$ cat config.mk
export PLATFORM = sky130hd
export DESIGN_NAME = pcsp_seq
export DESIGN_NICKNAME = d
export VERILOG_FILES = /design/src/rtl/pcsp_pkg.sv /design/src/rtl/pcsp_seq.sv
export SDC_FILE = /design/constraint.sdc
export NUM_CORES = 1
export LEC_CHECK = 0
export BUFFER_PORTS_ARGS = -buffer_cell sky130_fd_sc_hd__buf_2
export CAP_MARGIN = 30
export CORE_ASPECT_RATIO = 0.9
export CORE_UTILIZATION = 30
export CTS_CLUSTER_SIZE = 40
export DETAILED_ROUTE_END_ITERATION = 12
export GPL_ROUTABILITY_DRIVEN = 0
export GPL_TIMING_DRIVEN = 0
export MAX_ROUTING_LAYER = met4
export PLACE_DENSITY = 0.71
export SYNTH_ARGS = -nofsm -noshare
export SYNTH_HDL_FRONTEND = slang
export SYNTH_SLANG_ARGS = --single-unit
$ cat constraint.sdc
create_clock -name clock -period 3.01 [get_ports clock]
set_input_delay 0.602 -clock clock [delete_from_list [all_inputs] [get_ports clock]]
set_output_delay 0.602 -clock clock [all_outputs]
set_load 0.01 [all_outputs]
$ cat src/rtl/pcsp_pkg.sv
`timescale 1ns / 1ps

package pcsp_pkg;

   localparam int unsigned DEFAULT_ENTRIES = 64;
   localparam int unsigned ADDR_W          = 32;
   localparam int unsigned DEGREE_W        = 5;
   localparam logic [DEGREE_W-1:0] MAX_DEGREE   = 5'd16;
   localparam logic [DEGREE_W-1:0] DEGREE_RESET = 5'd6;

   typedef struct packed {
      logic [ADDR_W-1:0] stride;
      logic [ADDR_W-1:0] last_address;
      logic [ADDR_W-1:0] tag;
   } row_type;

   typedef enum logic {
      ALU_ADD,
      ALU_SUB
   } alu_op_type;

   typedef enum logic [2:0] {
      ST_IDLE,
      ST_SCAN,
      ST_ALLOC,
      ST_DIFF,
      ST_EMIT
   } state_type;

endpackage

$ cat src/rtl/pcsp_seq.sv
`timescale 1ns / 1ps

module pcsp_seq
   import pcsp_pkg::*;
#(
   parameter int unsigned ENTRIES = DEFAULT_ENTRIES
) (
   input  logic                       clock,
   input  logic                       reset,
   input  logic                       req_valid,
   output logic                       req_ready,
   input  logic [ADDR_W-1:0]          req_pc,
   input  logic [ADDR_W-1:0]          req_address,
   input  logic                       req_miss,
   output logic                       rsp_valid,
   input  logic                       rsp_ready,
   output logic [ADDR_W-1:0]          rsp_address,
   output logic                       rsp_last,
   input  logic [DEGREE_W-1:0]        degree,
   output logic                       rd_en,
   output logic [$clog2(ENTRIES)-1:0] rd_row,
   input  row_type                    row_q,
   output logic                       wr_en,
   output logic [$clog2(ENTRIES)-1:0] wr_row,
   output row_type                    wr_data,
   output logic [ADDR_W-1:0]          alu_a,
   output logic [ADDR_W-1:0]          alu_b,
   output alu_op_type                 alu_op,
   input  logic [ADDR_W-1:0]          alu_result
);

   localparam int unsigned RW = $clog2(ENTRIES);
   localparam int unsigned CW = $clog2(ENTRIES + 1);

   state_type state_ff, state_in;
   logic [ADDR_W-1:0] pc_ff, pc_in;
   logic [ADDR_W-1:0] addr_ff, addr_in;
   logic miss_ff, miss_in;
   logic [CW-1:0] idx_ff, idx_in;
   logic pend_ff, pend_in;
   logic [RW-1:0] rp_ff, rp_in;
   logic [CW-1:0] fill_ff, fill_in;
   logic [ADDR_W-1:0] pf_ff, pf_in;
   logic [DEGREE_W-1:0] cnt_ff, cnt_in;
   logic out_valid_ff, out_valid_in;
   logic [ADDR_W-1:0] out_addr_ff, out_addr_in;
   logic out_last_ff, out_last_in;

   logic match;
   logic more;
   logic diff_zero;
   logic diff_same;
   logic fire;
   logic [DEGREE_W-1:0] num_pf;
   logic [CW-1:0] idx_dec;
   logic [RW-1:0] hit_row;

   // Rows are allocated in order from row 0, so the valid rows are exactly
   // those below the fill count.
   assign match     = pend_ff && (row_q.tag == pc_ff);
   assign more      = idx_ff < fill_ff;
   assign diff_zero = alu_result == '0;
   assign diff_same = alu_result == row_q.stride;
   assign fire      = (state_ff == ST_EMIT) && (!out_valid_ff || rsp_ready);
   assign num_pf    = (degree > MAX_DEGREE) ? MAX_DEGREE : degree;
   assign idx_dec   = idx_ff - CW'(1);
   assign hit_row   = idx_dec[RW-1:0];
   assign rd_row    = idx_ff[RW-1:0];

   always_comb begin
      state_in = state_ff;
      unique case (state_ff)
         ST_IDLE: begin
            if (req_valid) state_in = ST_SCAN;
         end
         ST_SCAN: begin
            if (match) state_in = ST_DIFF;
            else if (!more) state_in = ST_ALLOC;
         end
         ST_ALLOC: state_in = ST_IDLE;
         ST_DIFF: begin
            if (!diff_zero && diff_same && miss_ff && (num_pf != '0)) state_in = ST_EMIT;
            else state_in = ST_IDLE;
         end
         ST_EMIT: begin
            if (fire && (cnt_ff == DEGREE_W'(1))) state_in = ST_IDLE;
         end
         default: state_in = ST_IDLE;
      endcase
   end

   always_comb begin
      req_ready   = 1'b0;
      pc_in       = pc_ff;
      addr_in     = addr_ff;
      miss_in     = miss_ff;
      idx_in      = idx_ff;
      pend_in     = 1'b0;
      rp_in       = rp_ff;
      fill_in     = fill_ff;
      pf_in       = pf_ff;
      cnt_in      = cnt_ff;
      out_addr_in = out_addr_ff;
      out_last_in = out_last_ff;
      rd_en       = 1'b0;
      wr_en       = 1'b0;
      wr_row      = rp_ff;
      wr_data     = '{tag: pc_ff, last_address: addr_ff, stride: '0};
      alu_a       = addr_ff;
      alu_b       = row_q.last_address;
      alu_op      = ALU_SUB;
      unique case (state_ff)
         ST_IDLE: begin
            req_ready = 1'b1;
            if (req_valid) begin
               pc_in   = req_pc;
               addr_in = req_address;
               miss_in = req_miss;
               idx_in  = '0;
            end
         end
         ST_SCAN: begin
            // Compare the row read last cycle while reading the next one.
            if (!match && more) begin
               rd_en   = 1'b1;
               pend_in = 1'b1;
               idx_in  = idx_ff + CW'(1);
            end
         end
         ST_ALLOC: begin
            wr_en = 1'b1;
            rp_in = (rp_ff == RW'(ENTRIES - 1)) ? '0 : rp_ff + RW'(1);
            if (fill_ff != CW'(ENTRIES)) fill_in = fill_ff + CW'(1);
         end
         ST_DIFF: begin
            // A matching stride writes the same value back, so one write
            // covers both the new-stride and the confirmed-stride cases.
            wr_en   = !diff_zero;
            wr_row  = hit_row;
            wr_data = '{tag: row_q.tag, last_address: addr_ff, stride: alu_result};
            pf_in   = addr_ff;
            cnt_in  = num_pf;
         end
         ST_EMIT: begin
            alu_a  = pf_ff;
            alu_b  = row_q.stride;
            alu_op = ALU_ADD;
            if (fire) begin
               pf_in       = alu_result;
               cnt_in      = cnt_ff - DEGREE_W'(1);
               out_addr_in = alu_result;
               out_last_in = cnt_ff == DEGREE_W'(1);
            end
         end
         default: ;
      endcase
      out_valid_in = fire || (out_valid_ff && !rsp_ready);
   end

   always_ff @(posedge clock) begin
      if (reset) begin
         state_ff     <= ST_IDLE;
         idx_ff       <= '0;
         pend_ff      <= 1'b0;
         rp_ff        <= '0;
         fill_ff      <= '0;
         cnt_ff       <= '0;
         out_valid_ff <= 1'b0;
      end else begin
         state_ff     <= state_in;
         idx_ff       <= idx_in;
         pend_ff      <= pend_in;
         rp_ff        <= rp_in;
         fill_ff      <= fill_in;
         cnt_ff       <= cnt_in;
         out_valid_ff <= out_valid_in;
      end
   end

   always_ff @(posedge clock) begin
      pc_ff       <= pc_in;
      addr_ff     <= addr_in;
      miss_ff     <= miss_in;
      pf_ff       <= pf_in;
      out_addr_ff <= out_addr_in;
      out_last_ff <= out_last_in;
   end

   assign rsp_valid   = out_valid_ff;
   assign rsp_address = out_addr_ff;
   assign rsp_last    = out_last_ff;

endmodule

==> reports/metrics.yaml <==
floorplanning:
  dieArea_sq_um: 28000
  start_util_pct: 30.4
  io-pin-count: 412
  core_area_sq_um: 27000
  die_h_microns: 159
  num_rows: 57
  die_w_microns: 176
clocking:
  clk_pin_slew_ns: 0.07
  cts_buffers: 17
  root_buffer: "clkbuf_16"
  clk_path_buf_depth: 2
  clock_latency_ns: 0.44
  clock_sinks: 160
  cts_tree: "yes"
  cts-htree-levels: 4
sta:
  slew_violations: 0
  fin_skew_ns: 0.0203
  fin_crit_ns: 3.02
  hold_viol_final: 0
  setup_viol: 1
  fmax_mhz: 331
  relSlewSlack_pct: 40.5
  period_share_pct: 100
  tns_ns: -0.0150
  timing.hold.ws_ns: 0.337
  tightest_slew_ns: 0.885
  rsz0062_at_grt: "yes"
  fin_ws_ns: -0.0150
synthesis:
  synth_ff_type: "edfxtp_1"
  netlist_area_sq_um: 8200
  ys_seq_elements: 160
  synth.distinct_cells: 47
  synth_area_leaders: "edfxtp_1 48%, nand2_1 17%, dfxtp_1 7.3%"
  synth_nets: 1097
  yosysSeqAreaShare_pct: 54.9
  synth_top_cell_area_share_pct: 47.6
  yosysTopAreaCell: "edfxtp_1"
  syn-instance-count: 882
  syn_avg_cell_area_sq_um: 9.30
  yosys_warnings: 0
  async_reset_ff_share_pct: 0
  synth_edf_count: 130
pwr:
  swShare_pct: 27.6
  power_density_nw_per_um2: 485
  pwr-share-seq_pct: 45.6
  p_switching_mw: 1.55
  peakVddDrop_uv: 325
  p_leak_nw: 5.53
  total_power_mw: 5.60
  cell_internal_pwr_mw: 4.06
  pwr-share-clk_pct: 39.0
  share_comb_of_total_power_pct: 15.4
worst_setup_path:
  critPathMaxStageDelay_ns: 0.56
  critPathSlowestCell: "or4_4"
  crit_path_end_kind: "primary output"
  worstSetupPathType: "reg -> out"
  path_cells: "xor2_1 > nor4_1 > nand4_1 > or4_4 > buf_6 > nand2_4 > inv_2 > buf_2"
  setup.worst_path.start_class: "flip-flop"
  crit_fanout: 3
  crit_buf_inv: 3
  cp.arrival_ns: 2.42
  cpLargestDelayFamily: "simple AND/OR/NAND/NOR gates"
  crit_required_ns: 2.41
placement:
  dpl.cell_count: 1649
  dp_hpwl_microns: 24700
  portBuffers: 410
final_layout:
  final_common_cell: "buf_2"
  area_delta_synth_final_pct: 40.8
  fillCellCount: 2684
  nets: 1536
  drive_gt1_share_pct: 37.5
  multi_input_area_sq_um: 3490
  stdcell_count: 1691
  seqCellArea_sq_um: 4510
  final_cell_mix: "413 x buf_2, 366 x nand2_1, 130 x edfxtp_1, 61 x xor2_1, 38 x nor2_1"
detailed_routing:
  wirelength_microns: 32100
  drc_errors: 0
  dr_total_vias: 8329
  vias_per_cell: 4.93
  wire_per_inst_microns: 19.0
  ant_nets: 0
  dr.pass1.iters: 7
  drt_iter0_markers: 676
global_routing:
  grt_pass1_wl_microns: 46700
  grt_max_degree: 45
  grt_pass1_vias: 7950
  antenna_found_initial: 4
  grt.total_usage_pct: 23.2
  globalRoute.totalOverflow: 0
run_status:
  violations: "setup timing"
  status: "finished, violations left"
flow_run:
  maxCapViolations: 0
hold_path:
  hp-class: "in -> reg"
==> kinds of logic (layout without fill, tap and decap cells) <==
logic type                 after synthesis  after routing  share of synthesized area [%]
AOI/OAI and AO/OA                       53             53                           4.44
xor gates and xnor gates                78             78                           8.33
adders and majority gates               13             13                           1.98
buffers and inverters                   64            516                           3.31
DFF                                    160            160                           54.9
muxes                                    2              2                          0.244
other                                    0              3                              0
and+or+nand+nor                        512            512                           26.8
==> registers in the layout, indices dropped and copies added, names as in the netlist <==
name         count
addr_ff         32
cnt_ff           5
fill_ff          7
idx_ff           7
miss_ff          1
pc_ff           32
pend_ff          1
pf_ff           32
rp_ff            6
rsp_address     32
rsp_last         1
rsp_valid        1
state_ff         3
==> repair_timing <==
item / CTS / global route
gates resized for setup: 37 / 20
pin swaps: 16 / 0
hold buffers: 0 / 0
setup buffers: 5 / 2
endpoints found under the setup margin: 125 / 82
==> per-layer routing <==
| metal | vias to the layer above | part of all wire (%) | GRT usage, % |
|---|---|---|---|
| met5 | - | 0 | - |
| met4 | 0 | 2.3 | 7.63 |
| met3 | 55 | 8.9 | 5.82 |
| met2 | 450 | 45 | 35.2 |
| met1 | 3947 | 44 | 30.2 |
| li1 | 3877 | - | - |
==> per-stage QoR <==
stage	setup slack [ns]	utilization (%)	cell area [sq um]
final	-0.0150	42.8	11500
after global routing	-0.121	42.8	11500
after CTS	0.000796	42.6	11500
after detailed placement	-0.214	40.0	10800
after global placement	-1.35	39.7	10700
after floorplan	0.149	-	8200
==> path summary, 6_finish.rpt <==
check / from / end / slack (ns) / cells after the start
setup / recovery: pc_ff[31] / rd_en / -0.01 / 8
hold / removal: req_pc[27] / pc_ff[27] / 0.34 / 1
setup reg to reg: state_ff[2] / idx_ff[4] / 0.38 / 7
hold reg to reg: rp_ff[5] / rp_ff[5] / 0.53 / 2
==> power groups by stage <==
stage                     Combinational (mW)  Sequential [mW]  Clock [mW]
after global placement                 0.812             2.60           0
after detailed placement               0.834             2.60           0
final                                  0.862             2.55        2.19
after global routing                   0.929             2.56        2.32
after floorplan                        0.348             2.61           0
after CTS                              0.849             2.55        2.24
==> Yosys cell counts, types with 9 or more instances <==
cell type,number
xor2_1,62
dfxtp_1,30
inv_1,16
nand4_1,9
edfxtp_1,130
ha_1,13
nand2_1,367
clkbuf_1,36
nor4_1,27
a21oi_1,18
xnor2_1,16
and3_1,34
nor2_1,40
==> cell type report <==
type	instances	area share [%]
multi-input cells	658	30.2
repair buffers	420	18.9
inverters	17	0.574
clock buffers	19	4.02
diodes	3	0.0650
flip-flops and latches	160	39.0
clock inverters	13	1.07
well taps	354	3.84
plain buffers	47	2.29
Power figures use the tool's default switching activity.
