==> src/rtl/pcsp_pkg.sv <==
`timescale 1ns / 1ps

package pcsp_pkg;

   localparam int unsigned DEFAULT_ENTRIES = 64;
   localparam int unsigned ADDR_W          = 32;
   localparam int unsigned DEGREE_W        = 5;
   localparam logic [DEGREE_W-1:0] MAX_DEGREE   = 5'd16;
   localparam logic [DEGREE_W-1:0] DEGREE_RESET = 5'd6;

   typedef struct packed {
      logic [ADDR_W-1:0] stride;
      logic [ADDR_W-1:0] last_address;
      logic [ADDR_W-1:0] tag;
   } row_type;

   typedef enum logic {
      ALU_ADD,
      ALU_SUB
   } alu_op_type;

   typedef enum logic [2:0] {
      ST_IDLE,
      ST_SCAN,
      ST_ALLOC,
      ST_DIFF,
      ST_EMIT
   } state_type;

endpackage

==> src/rtl/pcsp_alu.sv <==
`timescale 1ns / 1ps

module pcsp_alu
   import pcsp_pkg::*;
(
   input  logic [ADDR_W-1:0] op_a,
   input  logic [ADDR_W-1:0] op_b,
   input  alu_op_type        op,
   output logic [ADDR_W-1:0] result
);

   // Both the stride and the running prefetch address wrap modulo 2^32.
   always_comb begin
      unique case (op)
         ALU_ADD: result = op_a + op_b;
         ALU_SUB: result = op_a - op_b;
         default: result = op_a + op_b;
      endcase
   end

endmodule

==> config.mk <==
export PLATFORM = sky130hd
export DESIGN_NAME = pcsp_alu
export DESIGN_NICKNAME = d
export VERILOG_FILES = /design/src/rtl/pcsp_pkg.sv /design/src/rtl/pcsp_alu.sv
export SDC_FILE = /design/constraint.sdc
export NUM_CORES = 1
export LEC_CHECK = 0
export ABC_AREA = 1
export BUFFER_PORTS_ARGS = -buffer_cell sky130_fd_sc_hd__buf_2
export CORE_MARGIN = 2
export CORE_UTILIZATION = 58
export DETAILED_ROUTE_END_ITERATION = 10
export PLACE_DENSITY = 0.86
export REMOVE_ABC_BUFFERS = 1
export SLEW_MARGIN = 20
export SYNTH_ARGS = -nofsm -noshare
export SYNTH_HDL_FRONTEND = slang
export SYNTH_SLANG_ARGS = --single-unit
==> constraint.sdc <==
create_clock -name vclk -period 6.6
set_input_delay 0.99 -clock vclk [all_inputs]
set_output_delay 0.99 -clock vclk [all_outputs]
set_load 0.01 [all_outputs]
==> results of run 1 <==
[synthesized netlist by cell type, types with 5 or more instances]
cell       n  area (µm²)
nor3_1     5       25.02
a21oi_1   22       110.1
nand2_2   16       100.1
inv_1    141       529.3
xnor2_1   12       105.1
xor2_1    30       262.8
nand2_1  272        1021
o21ai_1    6       30.03
ha_1      32       400.4
nor2_1    82       307.8
nand3_1   46       230.2
nor2_2     6       37.54
o21ai_0   11       55.05
inv_2      6       22.52
[critical path, stage by stage]
cell and delay [ps]:
buf_2 190, inv_1 610, nand2_1 180, o21ai_0 140
xor2_1 180, inv_1 90, ha_1 340, nand2_1 170
inv_1 70, a21oi_1 220, nand2_2 130, nand2_2 80
nand2_2 90, nand2_2 80, nand2_1 50, nand2_1 50
nand2_1 60, buf_2 140
[per-layer routing]
metal  up-vias  share of wire [%]  track usage [%]
met3        28                7.5            2.360
met1      1956                 46            44.70
met5         -                  0                0
met2       218                 44            58.00
met4         0                2.4            7.966
li1       2300                  -                -
[power breakdown]
part / total [mW] / switching (mW) / leakage (nW) / internal (mW)
Combinational: 0.466 / 0.294 / 2.58 / 0.171
Clock: 0 / 0 / 0 / 0
Sequential: 0 / 0 / 0 / 0
Total: 0.466 / 0.294 / 2.58 / 0.171
[through the flow]
step | hold slack [ps] | util [%]
after floorplan | 2128 | -
after global placement | 2327 | 70.80
after detailed placement | 2336 | 70.80
after CTS | 2337 | 70.80
after global routing | 2359 | 70.80
final | 2334 | 70.80
[cells in the final DEF (no fill, tap or decap)]
master / instances
o21ai_1: 6
xnor2_1: 12
ha_1: 32
xor2_1: 30
inv_2: 6
inv_1: 141
a21oi_2: 1
nor2_4: 1
o21ai_0: 11
fa_1: 1
nand2_2: 16
nand2_1: 272
buf_2: 97
nand3_1: 46
nand3_2: 2
o21bai_1: 1
nor2_2: 6
nor3_1: 5
a21oi_1: 22
a21o_1: 2
nor3_2: 1
nor2_1: 82
nand2_4: 2
nand4_1: 1
and2_1: 2
[worst max-delay path by stage]
stage,endpoint,cells past startpoint,start
global route,result[19],18,op
global placement,result[19],18,op
floorplan,result[24],17,op_b[0]
CTS,result[19],18,op
finish,result[19],18,op
detailed placement,result[19],18,op
[cell type report]
class / instances / share of cell area [%]
Inverter: 147 / 13.98
Multi-Input combinational cell: 554 / 71.43
Tap cell: 72 / 2.283
Timing Repair Buffer: 97 / 12.30
[kinds of logic after synthesis]
group | share of synthesized area, %
buffers and inverters | 16.80
adder cells (fa/ha/maj) | 12.41
XOR/XNOR | 10.86
AO/OA/AOI/OAI | 6.684
AND/OR/NAND/NOR | 53.25
==> results_dict.tcl, run 1 <==
set metrics [dict create \
    ir_worst_vdd_mv 0.07045 \
    end_kind "primary output" \
    tns_ps 0 \
    leakage_nw 2.581 \
    whs_path_depth 4 \
    synth.distinct_cells 26 \
    diodes 0 \
    post_drt_wl_per_cell_um 12.20 \
    hold_end "result[0]" \
    finalSetupViolCount 0 \
    dp_cells 870 \
    grt_pass1_vias 4056 \
    worst_pin_slew_ps 791.9 \
    max_freq_mhz 206.0 \
    critPathKind "in2out" \
    first_pass_iters 8 \
    ios 97 \
    grt_start_max_net_pins 30 \
    fin_ws_ps 1746 \
    fillCellCount 548 \
    period_share_pct 73.55 \
    start_util_pct 60.79 \
    multiInputGateArea_um2 2819 \
    synthCells 705 \
    nFlopsAndLatches 0 \
    max_slew_margin_pct 47.15 \
    hpwl_um 9352 \
    grt_pass1_wl_um 17360 \
    postCtsHoldBufs 0 \
    drv_cap 0 \
    required_ps 5610 \
    clock_buffer_count 0 \
    power_density_nw_per_um2 118.0 \
    gp_congestion 1.023 \
    status "finished, final reports clean" \
    die_y_um 80.43 \
    chipWidth_um 80.43 \
    hp-class "in2out" \
    hold_violations 0 \
    period_minus_slack_ps 4854 \
    seqCellArea_um2 0 \
    drt_iter0_markers 358 \
    synth.avg_cell_area_um2 4.806 \
    total_power_uw 465.6 \
    io_buffers 97 \
    viasPerCell 5.175 \
    core_um2 5574 \
    slew_violations 0 \
    rsz0062_at_grt "false" \
    antenna_left 0 \
    fin_area_um2 3946 \
    dieArea_um2 6469 \
    yosysSeqAreaShare_pct 0 \
    dr_total_vias 4502 \
    drive_gt1_share_pct 16.54 \
    hp-start "op_b[0]" \
    place_area_um2 3946 \
    yosysWarnings 0 \
    wl_um 10620 \
    rows 27 \
    critical_path.max_fanout 29 \
    grt_overflow 0 \
    post_cts_buffers 0 \
    syn_to_final_growth_pct 16.47 \
    antenna_found_initial 0 \
    netlist_area_um2 3388 \
    layout.nets 898 \
    pre_cts_slack_ps 1798 \
    cp-start-kind "input pin" \
    layout.cells.non_filler 870 \
    post-route-drc-count 0 \
    arrival_ps 3860 \
    postCtsResizedCells 0 \
    track_usage_pct 33.43 \
]
No activity file was read; power rests on OpenSTA's default activity.
==> run 2, diff against run 1 <==
ABC_AREA = 0   (was 1)
CORE_UTILIZATION = 52   (was 58)
PLACE_DENSITY = 0.83   (was 0.86)
clock period = 4.7 ns   (was 6.6 ns; I/O delays follow)
==> run 2 against run 1 <==
Compared with the run above: the run now ends with setup timing left; worst setup slack lost 2300 ps; sequential cell count did not move; via count fell by 17%; first-iteration DRC count grew 25%; count of clock-buffer cells in the layout unchanged; synthesized cell count fell by 51%; global-route usage decreased by 0.59 points; power is 76% higher; combinational power up 76%; sequential share of layout area is the same; design area decreased by 4.3%; highest routed layer unchanged.
==> results_dict.tcl, run 2 <==
set metrics [dict create \
    synth_common_cells "a21oi_1, xnor2_1, nor2_1" \
    layout.nets 620 \
    drt_iter0_markers 447 \
    cp-start-kind "input pin" \
    max_slew_margin_pct 36.87 \
    antenna_left 0 \
    dp_cells 558 \
    grt_overflow 0 \
    ios 97 \
    leakage_nw 1.789 \
    drv_cap 0 \
    track_usage_pct 32.85 \
    slew_violations 0 \
    period_share_pct 111.3 \
    max_freq_mhz 191.2 \
    whs_ps 1809 \
    pre_cts_slack_ps -439.0 \
    wl_um 10720 \
    grt_pass1_wl_um 14120 \
    cp_top_family "simple AND/OR/NAND/NOR gates" \
    synth_top_cell_by_area "ha_1" \
    seqCellArea_um2 0 \
    multiInputGateArea_um2 2491 \
    post_drt_wl_per_cell_um 18.74 \
    first_pass_iters 5 \
    worst-path-buf-inv 5 \
    grt_start_max_net_pins 21 \
    hold_violations 0 \
    yosysSeqAreaShare_pct 0 \
    gp_congestion 0.9760 \
    io_buffers 97 \
    clock_buffer_count 0 \
    status "complete, but fails checks" \
    nFlopsAndLatches 0 \
    hp-class "in2out" \
    dr_total_vias 3741 \
    worstPathCellList "buf_6, or4_4, or3_4, nor4_2, buf_4, buf_6, a31oi_1, xnor2_1, ha_1, buf_4, a21oi_1, o21ai_1, nor2_1, a211oi_2, nor4b_1, a211oi_2, buf_2" \
    final_cell_mix "buf_2, buf_4, xnor2_1" \
    netlist_top_cells_area "ha_1, xnor2_1, a21oi_1" \
    dieArea_um2 5088 \
    violations "setup timing" \
    synthCells 348 \
    post-route-drc-count 0 \
    max_stage_delay_ps 530 \
    critical_path.max_fanout 5 \
    die_y_um 71.33 \
    worst_pin_slew_ps 934.7 \
    antenna_found_initial 0 \
    period_minus_slack_ps 5230 \
    hpwl_um 6663 \
    rsz0062_at_grt "true" \
    grt_pass1_vias 3220 \
    chipWidth_um 71.33 \
    start_util_pct 54.14 \
    synth.avg_cell_area_um2 6.774 \
    synth_top_area_share_pct 16.99 \
    final_common_cell "buf_2" \
    fillCellCount 235 \
    power_density_nw_per_um2 216.7 \
    end_kind "primary output" \
    fin_util_pct 86.72 \
    finalSetupViolCount 16 \
    tns_ps -4811 \
    rows 24 \
    netlist_area_um2 2357 \
    slowest_stage "or4_4" \
    diodes 0 \
    synth.distinct_cells 51 \
    yosysWarnings 0 \
    viasPerCell 6.540 \
    synthMostInstantiatedCell "a21oi_1" \
    core_um2 4354 \
    drive_gt1_share_pct 45.38 \
    layout.cells.non_filler 572 \
    required_ps 3990 \
    postCtsHoldBufs 0 \
    ir_worst_vdd_mv 0.1394 \
    arrival_ps 4520 \
    fin_ws_ps -529.6 \
    critPathKind "in2out" \
    syn_to_final_growth_pct 60.19 \
]
## run 2: cell types whose count changed in the layout (fill, tap and decap cells not counted), moves of 14 or more
| cell | delta |
|---|---|
| nand3_1 | -38 |
| inv_1 | -126 |
| xor2_1 | -16 |
| xnor2_1 | +28 |
| nand2_1 | -251 |
| nor2_1 | -47 |
| nand2_2 | -14 |
| buf_4 | +79 |
## run 2: path summary, 6_finish.rpt
| path | from | to | slack, ps | cells after the start |
|---|---|---|---|---|
| min | op_a[1] | result[1] | 1810 | 3 |
| max | op_b[5] | result[30] | -530 | 17 |
## run 2: tightest hold or removal path, delay by kind of cell
kind	cells	cell delay, ps
fa+ha+maj	1	170
buf+inv	2	240
## run 2: routing by layer
layer  track usage [%]  vias up  wire (µm)
li1                  -     1610          -
met1             39.74     1719       3999
met2             60.70      332       4979
met3             3.938       80       1127
met4             9.015        0        611
met5                 0        -          0
## run 2: final cells by class
class / count / share of cell area [%]
multi-input combinational: 322 / 65.97
timing repair buffer: 183 / 30.82
inverter: 15 / 1.491
tap: 52 / 1.723
## run 2: repair_timing
item / 4_1_cts / 5_1_grt
resized for setup: 39 / 26
gates cloned: 0 / 0
pin swaps: 10 / 8
setup endpoints to repair: 16 / 17
setup buffers: 8 / 6
## run 2: per-stage QoR
stage / instance area, µm² / total power [mW]
6_report: 3776 / 0.8183
2_1_floorplan: 2313 / 0.3875
4_1_cts: 3633 / 0.7299
3_5_place_dp: 3405 / 0.6822
3_3_place_gp: 3405 / 0.6651
5_1_grt: 3776 / 0.8712
## run 2: kinds of logic after synthesis
kind of cell	synth area share, %
AO/OA/AOI/OAI	27.97
XOR/XNOR	21.87
adder cells (fa/ha/maj)	17.83
buffers and inverters	4.246
multiplexers	0.9023
AND/OR/NAND/NOR	27.18
## run 2: where the power goes
group / internal (mW) / switching, mW
logic: 0.382 / 0.436
registers: 0 / 0
clock network: 0 / 0
==> run 3, diff against run 2 <==
SETUP_SLACK_MARGIN = 0.15   (was not set)
==> run 3 against run 2 <==
Compared with the run above: the flow finishes with violations (DRC, setup timing); hold slack barely moved; sequential share of layout area unchanged; critical path depth fell by 1; cell count fell by 0.35%; worst setup slack better by 130 ps; die area is the same; first-iteration DRC count shrank 3.4%; core utilization fell by 0.17 points; non-clock buffer count down 2.
==> results_dict.tcl, run 3 (same netlist as run 2, synthesis figures left out) <==
set metrics [dict create \
    grt_pass1_vias 3217 \
    worst-path-buf-inv 2 \
    syn_to_final_growth_pct 59.87 \
    postCtsHoldBufs 0 \
    tns_ps -3627 \
    layout.nets 618 \
    fin_ws_ps -397.8 \
    max_freq_mhz 196.2 \
    critical_path.max_fanout 5 \
    grt_start_max_net_pins 21 \
    hpwl_um 6663 \
    whs_path_depth 3 \
    critPathKind "in2out" \
    grt_overflow 0 \
    fin_util_pct 86.55 \
    wl_um 10160 \
    slew_violations 0 \
    max_stage_delay_ps 530 \
    power_density_nw_per_um2 215.1 \
    seqCellArea_um2 0 \
    track_usage_pct 33.05 \
    period_share_pct 108.5 \
    crit_start "op_b[5]" \
    required_ps 3990 \
    dp_cells 558 \
    chipWidth_um 71.33 \
    start_util_pct 54.14 \
    die_y_um 71.33 \
    fin_area_um2 3769 \
    io_buffers 97 \
    hp-start "op_a[1]" \
    hold_end "result[1]" \
    status "complete, but fails checks" \
    antenna_left 0 \
    final_common_cell "buf_2" \
    pre_cts_slack_ps -439.0 \
    core_um2 4354 \
    final_cell_mix "buf_2, buf_4, xnor2_1" \
    whs_ps 1809 \
    dr_total_vias 3673 \
    drt_iter0_markers 432 \
    cp_top_family "simple AND/OR/NAND/NOR gates" \
    nFlopsAndLatches 0 \
    leakage_nw 1.779 \
    grt_pass1_wl_um 14190 \
    clock_buffer_count 0 \
    violations "DRC, setup timing" \
    period_minus_slack_ps 5098 \
    hold_violations 0 \
    crit_path_frequent_cell "or3_4" \
    rows 24 \
    cp-start-kind "input pin" \
    max_slew_margin_pct 57.43 \
    finalSetupViolCount 17 \
    dieArea_um2 5088 \
    antenna_found_initial 0 \
    post_drt_wl_per_cell_um 17.83 \
    gp_congestion 0.9760 \
    first_pass_iters 8 \
    end_kind "primary output" \
    rsz0062_at_grt "true" \
    worstPathCellList "buf_6, or4_4, or3_4, nor2_4, nand2_2, nor3_4, a21oi_2, xnor2_1, ha_2, nand3_2, or3_4, o21ai_4, a311oi_2, o31ai_1, xor2_1, buf_2" \
    slowest_stage "or4_4" \
    path_depth 16 \
    ir_worst_vdd_mv 0.1404 \
    viasPerCell 6.444 \
    diodes 0 \
    layout.cells.non_filler 570 \
    drv_cap 0 \
    hp-class "in2out" \
    place_area_um2 3405 \
    ios 97 \
    fillCellCount 222 \
    post-route-drc-count 1 \
    worst_pin_slew_ps 631.7 \
    total_power_uw 810.6 \
    drive_gt1_share_pct 45.17 \
    arrival_ps 4390 \
]
==> run 3: worst max path at each step <==
stage / to / slack [ps]
after floorplan: result[25] / -40
after global placement: result[30] / -390
after detailed placement: result[30] / -440
after CTS: result[30] / -170
after global routing: result[30] / -530
final: result[25] / -400
==> run 3: repair_timing <==
item	in CTS	in global routing
endpoints found under the setup margin	17	20
pin swaps	15	8
gates cloned	0	0
buffers inserted	8	4
resized for setup	41	24
==> run 3: metal layers <==
layer	GRT usage [%]	wire length, µm	vias to the layer above
met4	8.386	586	0
met2	61.52	4797	288
li1	-	-	1610
met5	0	0	-
met1	39.23	3744	1688
met3	5.063	1033	87
==> run 3: layout make-up <==
cell class,instances,area [µm²],share of cell area (%)
Tap cell,52,65.06,1.726
Inverter,15,56.30,1.494
Timing Repair Buffer,181,1152,30.58
Multi-Input combinational cell,322,2495,66.20
==> run 3: power breakdown <==
group / total (mW) / internal, mW / switching [mW]
registers: 0 / 0 / 0
clock network: 0 / 0 / 0
logic: 0.811 / 0.381 / 0.429
total: 0.811 / 0.381 / 0.429
